--- config.mk ---
export PLATFORM = sky130hd
export DESIGN_NAME = mdc_cell
export DESIGN_NICKNAME = d
export VERILOG_FILES = /design/src/hdl/mdc_pkg.sv /design/src/hdl/mdc_cell.sv
export SDC_FILE = /design/constraint.sdc
export NUM_CORES = 1
export LEC_CHECK = 0
export BUFFER_PORTS_ARGS = -buffer_cell sky130_fd_sc_hd__buf_2
export CORE_AREA = 2 2 39 41
export DETAILED_ROUTE_END_ITERATION = 8
export DIE_AREA = 0 0 41 43
export GPL_ROUTABILITY_DRIVEN = 0
export GPL_TIMING_DRIVEN = 0
export SYNTH_ARGS = -nofsm -noshare
export SYNTH_HDL_FRONTEND = slang
export SYNTH_SLANG_ARGS = --single-unit
--- constraint.sdc ---
create_clock -name clk -period 2.6 [get_ports clk]
set_clock_uncertainty 0.1 [all_clocks]
set_input_delay 0.13 -clock clk [delete_from_list [all_inputs] [get_ports clk]]
set_output_delay 0.13 -clock clk [all_outputs]
set_load 0.02 [all_outputs]
--- src/hdl/mdc_pkg.sv ---
package mdc_pkg;

	// Geometry limits and window size
	localparam int MAX_WIDTH  = 1024;
	localparam int MAX_HEIGHT = 1024;
	localparam int WINDOW     = 3;

	localparam int COL_W  = $clog2(MAX_WIDTH);
	localparam int ROW_W  = $clog2(MAX_HEIGHT);
	localparam int SLOT_W = (WINDOW > 1) ? $clog2(WINDOW) : 1;
	localparam int CNT_W  = $clog2(WINDOW + 1);
	localparam int SUM_W  = $clog2(WINDOW * WINDOW + 1);
	localparam int FILL_W = (WINDOW > 2) ? $clog2(WINDOW - 1) : 1;

	localparam int WIN_AREA = WINDOW * WINDOW;
	localparam int WIN_HALF = (WINDOW * WINDOW) / 2;

	// Field and register widths
	localparam int PIX_W   = 8;
	localparam int TOTAL_W = 24;
	localparam int SIZE_W  = 11;
	localparam int CFG_W   = 24;
	localparam int IDX_W   = 2;

	localparam logic [TOTAL_W-1:0] TOTAL_CAP = 24'd9400356;

	// Register reset values
	localparam logic [PIX_W-1:0]   DIFF_THR_RST  = 8'd25;
	localparam logic [TOTAL_W-1:0] COUNT_THR_RST = 24'd5000;
	localparam logic [SIZE_W-1:0]  WIDTH_RST     = 11'd640;
	localparam logic [SIZE_W-1:0]  HEIGHT_RST    = 11'd360;

	// Reciprocal for (height-1) mod WINDOW
	localparam int HM_SHIFT = ROW_W + 3;
	localparam int HM_RECIP = ((2 ** HM_SHIFT) + WINDOW - 1) / WINDOW;
	localparam int RECIP_W  = HM_SHIFT + 1;
	localparam int PROD_W   = ROW_W + RECIP_W;

	typedef enum logic [IDX_W-1:0] {
		CFG_DIFF_THR  = 2'd0,
		CFG_COUNT_THR = 2'd1,
		CFG_WIDTH     = 2'd2,
		CFG_HEIGHT    = 2'd3
	} cfg_reg_t;

	typedef enum logic [1:0] {
		ST_RUN  = 2'b01,
		ST_FILL = 2'b10
	} fill_state_t;

	// Link between neighboring window cells
	typedef struct packed {
		logic [CNT_W-1:0] count;
		logic [SUM_W-1:0] sum;
	} link_t;

endpackage

--- src/hdl/mdc_cell.sv ---
module mdc_cell (
	input  logic          clk,
	input  logic          shift,
	input  mdc_pkg::link_t left,
	output mdc_pkg::link_t right
);

	// one column's mark count; takes the neighbor's column on each shift
	logic [mdc_pkg::CNT_W-1:0] cnt_q;

	always_ff @(posedge clk) begin
		if (shift) begin
			cnt_q <= left.count;
		end
	end

	assign right.count = cnt_q;
	assign right.sum   = left.sum + mdc_pkg::SUM_W'(cnt_q);

endmodule

Word-level counts from Yosys, hierarchy flattened. Cells that the tools add are included.

Register bits: 2. Input port bits: 8. Word-level logic and storage cells: 2. Output and inout port bits: 6.

Add/subtract/negate cells: 1.

Operators with widths (number): $add 4x2->4 (1).

Longest topological paths before layout. Gate-level depths: netlist of the first run.

Depth in word-level cells: 1. Gate-level depth with buffers: 3. Gate-level depth less buffers: 3.

Least setup slack after synthesis of the first run. Ideal clock, no wire load.

Path kind: reg-to-output. Start: reg cnt_q[0] in the netlist's numbering. End: out right[2] in the netlist's numbering. Arrival: 1489 ps. Path buffers: 0. Data required time: 2370 ps. Path slack: 881 ps. Cell stages (with the launch flop): 4. Cell sequence: edfxtp_1 ha_1 fa_1 xor2_1.

RTL lines: start: declaration (RTL line mdc_cell.sv:9) `logic [mdc_pkg::CNT_W-1:0] cnt_q;`; start signal: assignment (RTL line mdc_cell.sv:13) `cnt_q <= left.count;`; end: declaration (RTL line mdc_cell.sv:5) `output mdc_pkg::link_t right`.

==> impl_results.md, run 1 <==
- Final Cycle Share: 68.77%
- PostCTS Resize Cnt: 0
- Setup violations, final: 0
- Startpoint types: flip-flop
- Drt initial violations: 4
- Arrival @ worst endpoint: 1.56 ns
- N_diodes: 0
- Post-Synthesis Cells: 11
- CTS max path bufs: 2
- Initial antenna violation count: 0
- Clock H-tree levels: 1
- DRT Wirelength: 413 um
- Worst-path fanout max: 3
- Critical-path cell with the highest stage delay: fa_1
- CP cell instances: ha_1, fa_1, xor2_1, buf_2
- Final net count: 42
- Vias in the first global route: 180
- Sequential area share after synthesis: 41.03%
- Core area: 0.001384 sq mm
- Sum Neg Setup Slack: 0 ns
- Top cells by area, synth: edfxtp_1 41%, ha_1 17%, fa_1 14%
- Clock sinks: 2
- Pre-CTS WS: 1.056 ns
- Setup bufs post-CTS: 0
- Avg Synthesized Cell Area: 13.31 sq um
- Clock root cell: clkbuf_4
- Worst path max stage delay: 0.39 ns
- DR WL/cell: 9.178 um
- Period minus WS final: 1.788 ns
- Clock Power Share: 43.5%
- Critical Path End Type: output port
- Final Max Slew Viols: 0
- Pwr Density: 577.4 mW/mm^2
- Fmax: 559.3 MHz
- Netlist Area Pre-Place: 146.4 sq um
- DIE WIDTH: 41 um
- Status: complete, no violations
- GR Util met1: 8.143%
- Synth top area share: 41.03%
- DRC: 0
- Clock buffer count from CTS: 3
- Crit path required time: 2.37 ns
- Biggest regs: cnt_q: 2 flops
- GRT busiest layer: met1
- Final worst slack: 0.8120 ns
- Relative slew slack: 90.44%
- Largest delay share family, worst path: adder cells
- Top reg by flops: cnt_q
- Initial Util: 10.58%
- Port bufs: 13
- First-pass GRT wire length: 690 um
- Largest area contributor in the netlist: edfxtp_1
- MaxCap Viol Count: 0
- RSZ-0062 raised after global routing: false
- Routed Antenna Nets: 0
- GRT overflow: 0
- #FFs+latches synth: 2
- Syn Nets: 22
- Maximum vdd drop: 0.1759 mV
- Area growth syn-to-layout: 87.18%
- Total GRT Usage: 6.351%
- Leakage: 0.1307 nW
- Commonest cells after routing, fill and taps aside: 13 x buf_2, 3 x clkbuf_4, 2 x ha_1, 2 x edfxtp_1, 2 x dlygate4sd3_1
- Most common cell after layout, fill and taps aside: buf_2
- Routing usage on met3: 3.141%
- Die height: 43 um
- Vias after detailed routing: 145
- Reg power frac: 25.7%
- Row count: 14
- Routing usage on met2: 6.250%
- Final hold violations: 0
- Cell variety after synth: 9
- Max reg flops: 2
- P_sw: 0.04830 mW
- I/O pins: 14
- Layout cells sized above 1: 55.17%
- Kind of critical path: flip-flop to output port
- Hold WC Path Type: input pin to flip-flop
- Pre-antenna DRT Iters: 3
- Worst slew pin tran: 0.1434 ns
- Combinational fraction of design power: 30.8%
- Dpl hpwl: 296.1 um
- Total die area: 0.001763 sq mm
- Internal: 0.1099 mW
- CP bufs+invs: 1
- TritonCTS clock tree: built
- Via-to-Cell Ratio: 3.222
- Largest net degree at the start of global routing: 5
- Yosys warning count: 0
- Worst-path clk slew: 0.03 ns
- Switching Share: 30.53%
## layout make-up
class | instances | area [sq um]
multi-input cells | 9 | 86.33
flip-flops and latches | 2 | 60.06
fillers | 155 | 1110
clock buffers | 3 | 22.52
repair buffers | 15 | 85.08
well taps | 16 | 20.02
## per-stage QoR
step                      cells  hold slack [ns]  total power [mW]  utilization (%)  instance area [sq um]
final                        45          0.02295            0.1582            19.80                  274.0
after global placement       40           0.2084           0.08794            16.73                  231.5
after detailed placement     40           0.2081           0.08736            16.73                  231.5
after CTS                    45          0.01274            0.1628            19.80                  274.0
after floorplan              11           0.1289           0.07062                -                  146.4
after global routing         45          0.01351            0.1731            19.80                  274.0
## per-layer routing
layer  wire length (um)  share of wire [%]
met1                173                 42
met2                149                 36
met3                 91                 22
met4                  0                  0
met5                  0                  0
## synthesized netlist by cell type (all sizes together)
| master | instances |
|---|---|
| nand3 | 1 |
| edfxtp | 2 |
| xor2 | 1 |
| a21boi | 1 |
| fa | 1 |
| o2bb2ai | 1 |
| a21oi | 1 |
| nand2b | 1 |
| ha | 2 |
## final timing paths
| check | to | cells past startpoint | from | slack (ns) |
|---|---|---|---|---|
| worst min-delay path | cnt_q[0] | 1 | shift | 0.02 |
| worst max-delay path | right[2] | 4 | cnt_q[0] | 0.81 |
## repair_timing
item | CTS | global route
hold buffers | 2 | 0
hold endpoints to repair | 2 | 0
endpoints found under the setup margin | 0 | 0
## kinds of logic (layout without fill, tap and decap cells)
group,after synthesis,count (layout),share of synthesized area (%)
adders and majority gates,3,3,30.77
DFF,2,2,41.03
xor gates and xnor gates,1,1,5.984
buffers and inverters,0,18,0
and+or+nand+nor,2,2,7.692
AOI/OAI and AO/OA,3,3,14.53
## power by group through the flow
stage | clock network [mW] | registers [mW] | logic (mW)
floorplan | 0 | 0.0442 | 0.0264
global placement | 0 | 0.0411 | 0.0469
detailed placement | 0 | 0.0412 | 0.0462
CTS | 0.0732 | 0.0408 | 0.0487
global route | 0.0778 | 0.0411 | 0.0542
finish | 0.0688 | 0.0407 | 0.0488
No activity file was read; power rests on OpenSTA's default activity.
==> inputs of run 2 (changes only) <==
--- a/config.mk
+++ b/config.mk
@@ -5,6 +5,7 @@
 export SDC_FILE = /design/constraint.sdc
 export NUM_CORES = 1
 export LEC_CHECK = 0
+export ABC_AREA = 1
 export BUFFER_PORTS_ARGS = -buffer_cell sky130_fd_sc_hd__buf_2
 export CORE_AREA = 2 2 39 41
 export DETAILED_ROUTE_END_ITERATION = 8
==> constraint.sdc (replaced) <==
create_clock -name clk -period 1.6 [get_ports clk]
set_clock_uncertainty 0.1 [all_clocks]
set_input_delay 0.08 -clock clk [delete_from_list [all_inputs] [get_ports clk]]
set_output_delay 0.08 -clock clk [all_outputs]
set_load 0.02 [all_outputs]
==> run 2 against run 1 <==
  * The run now ends with setup timing left
  * Critical path depth fell by 1
  * Worst setup slack got worse by 0.86 ns
  * Global-route usage fell by 0.72 points
  * Largest cell class unchanged
  * Highest routed layer unchanged
==> impl_results.md, run 2 <==
- Multiplexer area fraction after synthesis: 0%
- Sequential area share after synthesis: 39.67%
- Post-Synthesis Cells: 15
- DP Area: 244.0 sq um
- Relative slew slack: 86.07%
- Die height: 43 um
- Avg Synthesized Cell Area: 10.09 sq um
- Syn Nets: 26
- Post-synth top flop: edfxtp_1
- Vias after detailed routing: 179
- Dpl hpwl: 318.6 um
- Top reg by flops: cnt_q
- Total GRT Usage: 5.628%
- Row count: 14
- Leakage: 0.1550 nW
- Switching Share: 29.77%
- Final worst slack: -0.05023 ns
- Final net count: 47
- DR WL/cell: 8.740 um
- Pwr Density: 833.7 mW/mm^2
- Most common cell after layout, fill and taps aside: buf_2
- Clock sinks: 2
- Fillers: 148
- MaxCap Viol Count: 0
- Commonest cells after routing, fill and taps aside: 10 x buf_2, 4 x nand2_1, 3 x nand3_1, 3 x clkbuf_4, 3 x dlygate4sd3_1
- Vias in the first global route: 186
- Worst slew pin tran: 0.2090 ns
- Synth top cells by count: 4 x nand2_1, 3 x nand3_1, 2 x edfxtp_1, 2 x ha_1, 2 x inv_1
- Via-to-Cell Ratio: 3.580
- Final hold violations: 0
- Max reg flops: 2
- RSZ-0062 raised after global routing: true
- Synth Area in Compound Gates: 0%
- Top-count cell post-synth: nand2_1
- Main combinational cell family by area after synthesis: adder cells
- DRC: 0
- P_sw: 0.08414 mW
- Pre-antenna DRT Iters: 2
- Period minus WS final: 1.650 ns
- TritonCTS clock tree: built
- Total die area: 0.001763 sq mm
- Violated checks: setup timing
- Netlist Area Pre-Place: 151.4 sq um
- Reg power frac: 24.2%
- Initial Util: 10.94%
- Layout cells sized above 1: 58.82%
- Synth Area in Adders: 29.75%
- Crit path required time: 1.42 ns
- Area growth syn-to-layout: 124.0%
- Synth top area share: 39.67%
- Final Total Pwr: 0.2827 mW
- Worst-path clk slew: 0.03 ns
- Top cells by area, synth: edfxtp_1 40%, ha_1 17%, fa_1 13%
- Startpoint types: flip-flop
- Initial antenna violation count: 0
- Critical Path End Type: output port
- Setup violations, final: 2
- Routed Antenna Nets: 0
- Sum Neg Setup Slack: -0.08297 ns
- Clock root cell: clkbuf_4
- Post-Synth Simple-Gate Area: 19.83%
- Post-synth ARST share: 0%
- Cell variety after synth: 7
- Kind of critical path: flip-flop to output port
- CTS max path bufs: 2
- Fmax: 606.0 MHz
- Biggest regs: cnt_q: 2 flops
- Core area: 0.001384 sq mm
- Yosys warning count: 0
- Final Core Density: 24.50%
- Combinational fraction of design power: 37.1%
- GRT overflow: 0
- Maximum vdd drop: 0.3715 mV
- Port bufs: 13
- Clock buffer count from CTS: 3
- DIE WIDTH: 41 um
- I/O pins: 14
- Internal: 0.1985 mW
- Clock H-tree levels: 1
- Clock Power Share: 38.7%
- DRT Wirelength: 437 um
- Largest net degree at the start of global routing: 5
- Final Max Slew Viols: 0
- Worst-path fanout max: 3
- N_diodes: 0
- Largest area contributor in the netlist: edfxtp_1
- #FFs+latches synth: 2
- First-pass GRT wire length: 634 um
- Post-route cell area: 339.1 sq um
- XOR/XNOR Fraction of Synth Area: 5.785%
- Final Cycle Share: 103.1%
- FF+latch area: 60.06 sq um
- Post-synth EDFFs: 2
- Area of the multi-input gates: 118.9 sq um
- Drt initial violations: 1
- Arrival @ worst endpoint: 1.47 ns
- Hold WC Path Type: input pin to output port
- Status: finished, violations left
## run 2: cell types whose count changed after synthesis, sizes merged
| cell | before | now |
|---|---|---|
| nand2b | 1 | 0 |
| inv | 0 | 2 |
| a21oi | 1 | 0 |
| o2bb2ai | 1 | 0 |
| nand3 | 1 | 3 |
| nand2 | 0 | 4 |
| a21boi | 1 | 0 |
## run 2: what timing repair did
item                                    4_1_cts  5_1_grt
setup buffers                                 0        0
pin swaps                                     0        0
hold buffers                                  3        0
endpoints found under the hold margin         4        0
endpoints found under the setup margin        2        3
resized for setup                             5        4
## run 2: final timing paths
check,start,endpoint,slack (ns),depth (start not counted)
setup / recovery,cnt_q[0],right[1],-0.05,3
hold / removal,left[2],right[2],0.39,3
## run 2: per-stage QoR
| step | std cells | setup WS (ns) | hold slack, ns |
|---|---|---|---|
| detailed placement | 44 | 0.07574 | 0.1596 |
| global placement | 44 | 0.07787 | 0.1571 |
| global route | 50 | -0.1130 | 0.4095 |
| floorplan | 15 | 0.02260 | 0.07887 |
| CTS | 50 | -0.07046 | 0.4148 |
| finish | 50 | -0.05023 | 0.3935 |
## run 2: kinds of logic (layout without fill, tap and decap cells)
group,count (synthesis),count (layout)
buffers and inverters,2,21
adders and majority gates,3,3
xor gates and xnor gates,1,1
and+or+nand+nor,7,7
DFF,2,2
## run 2: metal layers
metal,vias to the layer above,global-route usage (%),wire length [um]
met5,-,0,0
met4,0,6.000,0
met3,0,1.571,36
met2,12,9.375,230
met1,80,4.516,170
li1,87,-,-
## run 2: layout make-up
type	count	area share, %
Multi-Input combinational cell	11	35.06
Inverter	2	2.214
Sequential cell	2	17.71
Tap cell	16	5.904
Timing Repair Buffer	16	32.47
Clock buffer	3	6.642
## run 2: critical path, cell delays in order (launching register included)
cell and delay (ns):
edfxtp_1 0.41, ha_4 0.20, fa_2 0.53, buf_6 0.11
## run 2: power groups by stage
stage                     Clock, mW  Sequential (mW)  Combinational [mW]
final                         0.109           0.0683               0.105
after floorplan                   0           0.0718              0.0456
after detailed placement          0           0.0670              0.0792
after CTS                     0.114           0.0674              0.0963
after global routing          0.119           0.0691               0.116
after global placement            0           0.0669              0.0764
==> inputs of run 3 (changes only) <==
--- a/config.mk
+++ b/config.mk
@@ -8,6 +8,7 @@
 export ABC_AREA = 1
 export BUFFER_PORTS_ARGS = -buffer_cell sky130_fd_sc_hd__buf_2
 export CORE_AREA = 2 2 39 41
+export CTS_BUF_LIST = sky130_fd_sc_hd__clkbuf_2
 export DETAILED_ROUTE_END_ITERATION = 8
 export DIE_AREA = 0 0 41 43
 export GPL_ROUTABILITY_DRIVEN = 0
==> run 3 against run 2 <==
  * The flow still finishes with violations (setup timing)
  * Largest cell class is now non-clock buffers
  * Core utilization is 1.6 points lower
  * Die area is the same
  * Critical path depth did not move
  * Sequential share of layout area increased by 1.3 points
  * Sequential power fell by 2%
  * First-iteration DRC count shrank 100%
  * Total power shrank 14%
==> impl_results.md, run 3 (same netlist as run 2, synthesis figures left out) <==
- Final net count: 47
- Period minus WS final: 1.619 ns
- Pwr Density: 772.2 mW/mm^2
- Hold WC Path Type: input pin to output port
- Die height: 43 um
- DRC: 0
- Initial antenna violation count: 0
- Initial Util: 10.94%
- CP bufs+invs: 1
- Biggest regs: cnt_q: 2 flops
- Largest delay share family, worst path: adder cells
- CTS max path bufs: 2
- Setup violations, final: 2
- Drt initial violations: 0
- Final Total Pwr: 0.2444 mW
- Max reg flops: 2
- Final hold violations: 0
- Largest net degree at the start of global routing: 5
- Worst-path clk slew: 0.03 ns
- Violated checks: setup timing
- DRT Wirelength: 400 um
- I/O pins: 14
- Most common cell after layout, fill and taps aside: buf_2
- Final Core Density: 22.88%
- Critical Path End Type: output port
- Final Cycle Share: 101.2%
- First-pass GRT wire length: 634 um
- Via-to-Cell Ratio: 3.520
- N_diodes: 0
- Routed Antenna Nets: 0
- Clock buffer count from CTS: 3
- RSZ-0062 raised after global routing: true
- Vias after detailed routing: 176
- DIE WIDTH: 41 um
- Maximum vdd drop: 0.2741 mV
- Status: finished, violations left
- Kind of critical path: flip-flop to output port
- Fmax: 617.7 MHz
- MaxCap Viol Count: 0
- Worst slew pin tran: 0.1477 ns
- Total GRT Usage: 5.628%
- Area growth syn-to-layout: 109.1%
- Critical-path cell with the highest stage delay: fa_2
- Pre-antenna DRT Iters: 1
- Clock root cell: clkbuf_2
- Final Max Slew Viols: 0
- Top reg by flops: cnt_q
- Total die area: 0.001763 sq mm
- TritonCTS clock tree: built
- Relative slew slack: 90.16%
- Clock H-tree levels: 1
- Clock sinks: 2
- Final worst slack: -0.01893 ns
- Core area: 0.001384 sq mm
- Dpl hpwl: 318.6 um
- Worst-path fanout max: 3
- Worst path max stage delay: 0.53 ns
- Commonest cells after routing, fill and taps aside: 11 x buf_2, 4 x nand2_1, 3 x nand3_1, 3 x clkbuf_2, 3 x dlygate4sd3_1
- Leakage: 0.1528 nW
- Vias in the first global route: 186
- GRT overflow: 0
- Layout cells sized above 1: 55.88%
- Startpoint types: flip-flop
- CP cell instances: ha_4, fa_2, buf_6
- DR WL/cell: 8.000 um
- Row count: 14
- Arrival @ worst endpoint: 1.44 ns
- Crit path required time: 1.42 ns
- Port bufs: 13
run 3: cell counts in the layout (fill, tap and decap cells not counted):
Identical to the previous run, type by type.
run 3: final timing paths:
check	startpoint	depth (start not counted)	to	slack [ns]
setup / recovery	cnt_q[0]	3	right[1]	-0.02
hold / removal	left[2]	3	right[2]	0.39
run 3: what timing repair did:
action | 4_1_cts | 5_1_grt
endpoints found under the setup margin | 2 | 2
hold buffers | 3 | 0
hold endpoints to repair | 3 | 0
resized for setup | 5 | 2
setup buffers | 0 | 0
run 3: area by class of cell:
| type | count | area [sq um] |
|---|---|---|
| well taps | 16 | 20.02 |
| multi-input cells | 11 | 106.4 |
| fillers | 148 | 1067 |
| inverters | 2 | 7.507 |
| flip-flops and latches | 2 | 60.06 |
| clock buffers | 3 | 15.01 |
| repair buffers | 16 | 107.6 |
run 3: layer usage:
layer,GRT usage (%),vias up,wire length [um]
met1,4.516,77,160
met4,6.000,0,0
met5,0,-,0
met2,9.375,12,202
met3,1.571,0,37
li1,-,87,-
run 3: power by group:
| part | internal [mW] | leakage (nW) | switching, mW |
|---|---|---|---|
| registers | 0.0631 | 0.0196 | 0.00407 |
| clock network | 0.0498 | 0.0125 | 0.0278 |
| logic | 0.0488 | 0.121 | 0.0509 |
| total | 0.162 | 0.153 | 0.0828 |
run 3: through the flow:
stage,cell area (sq um),setup TNS [ns],hold WS (ns),std cells,setup WS [ns]
5_1_grt,316.6,-0.1455,0.4095,50,-0.08175
3_3_place_gp,244.0,0,0.1571,44,0.07787
4_1_cts,310.3,-0.07476,0.4148,50,-0.03902
3_5_place_dp,244.0,0,0.1596,44,0.07574
6_report,316.6,-0.02027,0.3929,50,-0.01893
2_1_floorplan,158.9,0,0.07887,15,0.02260
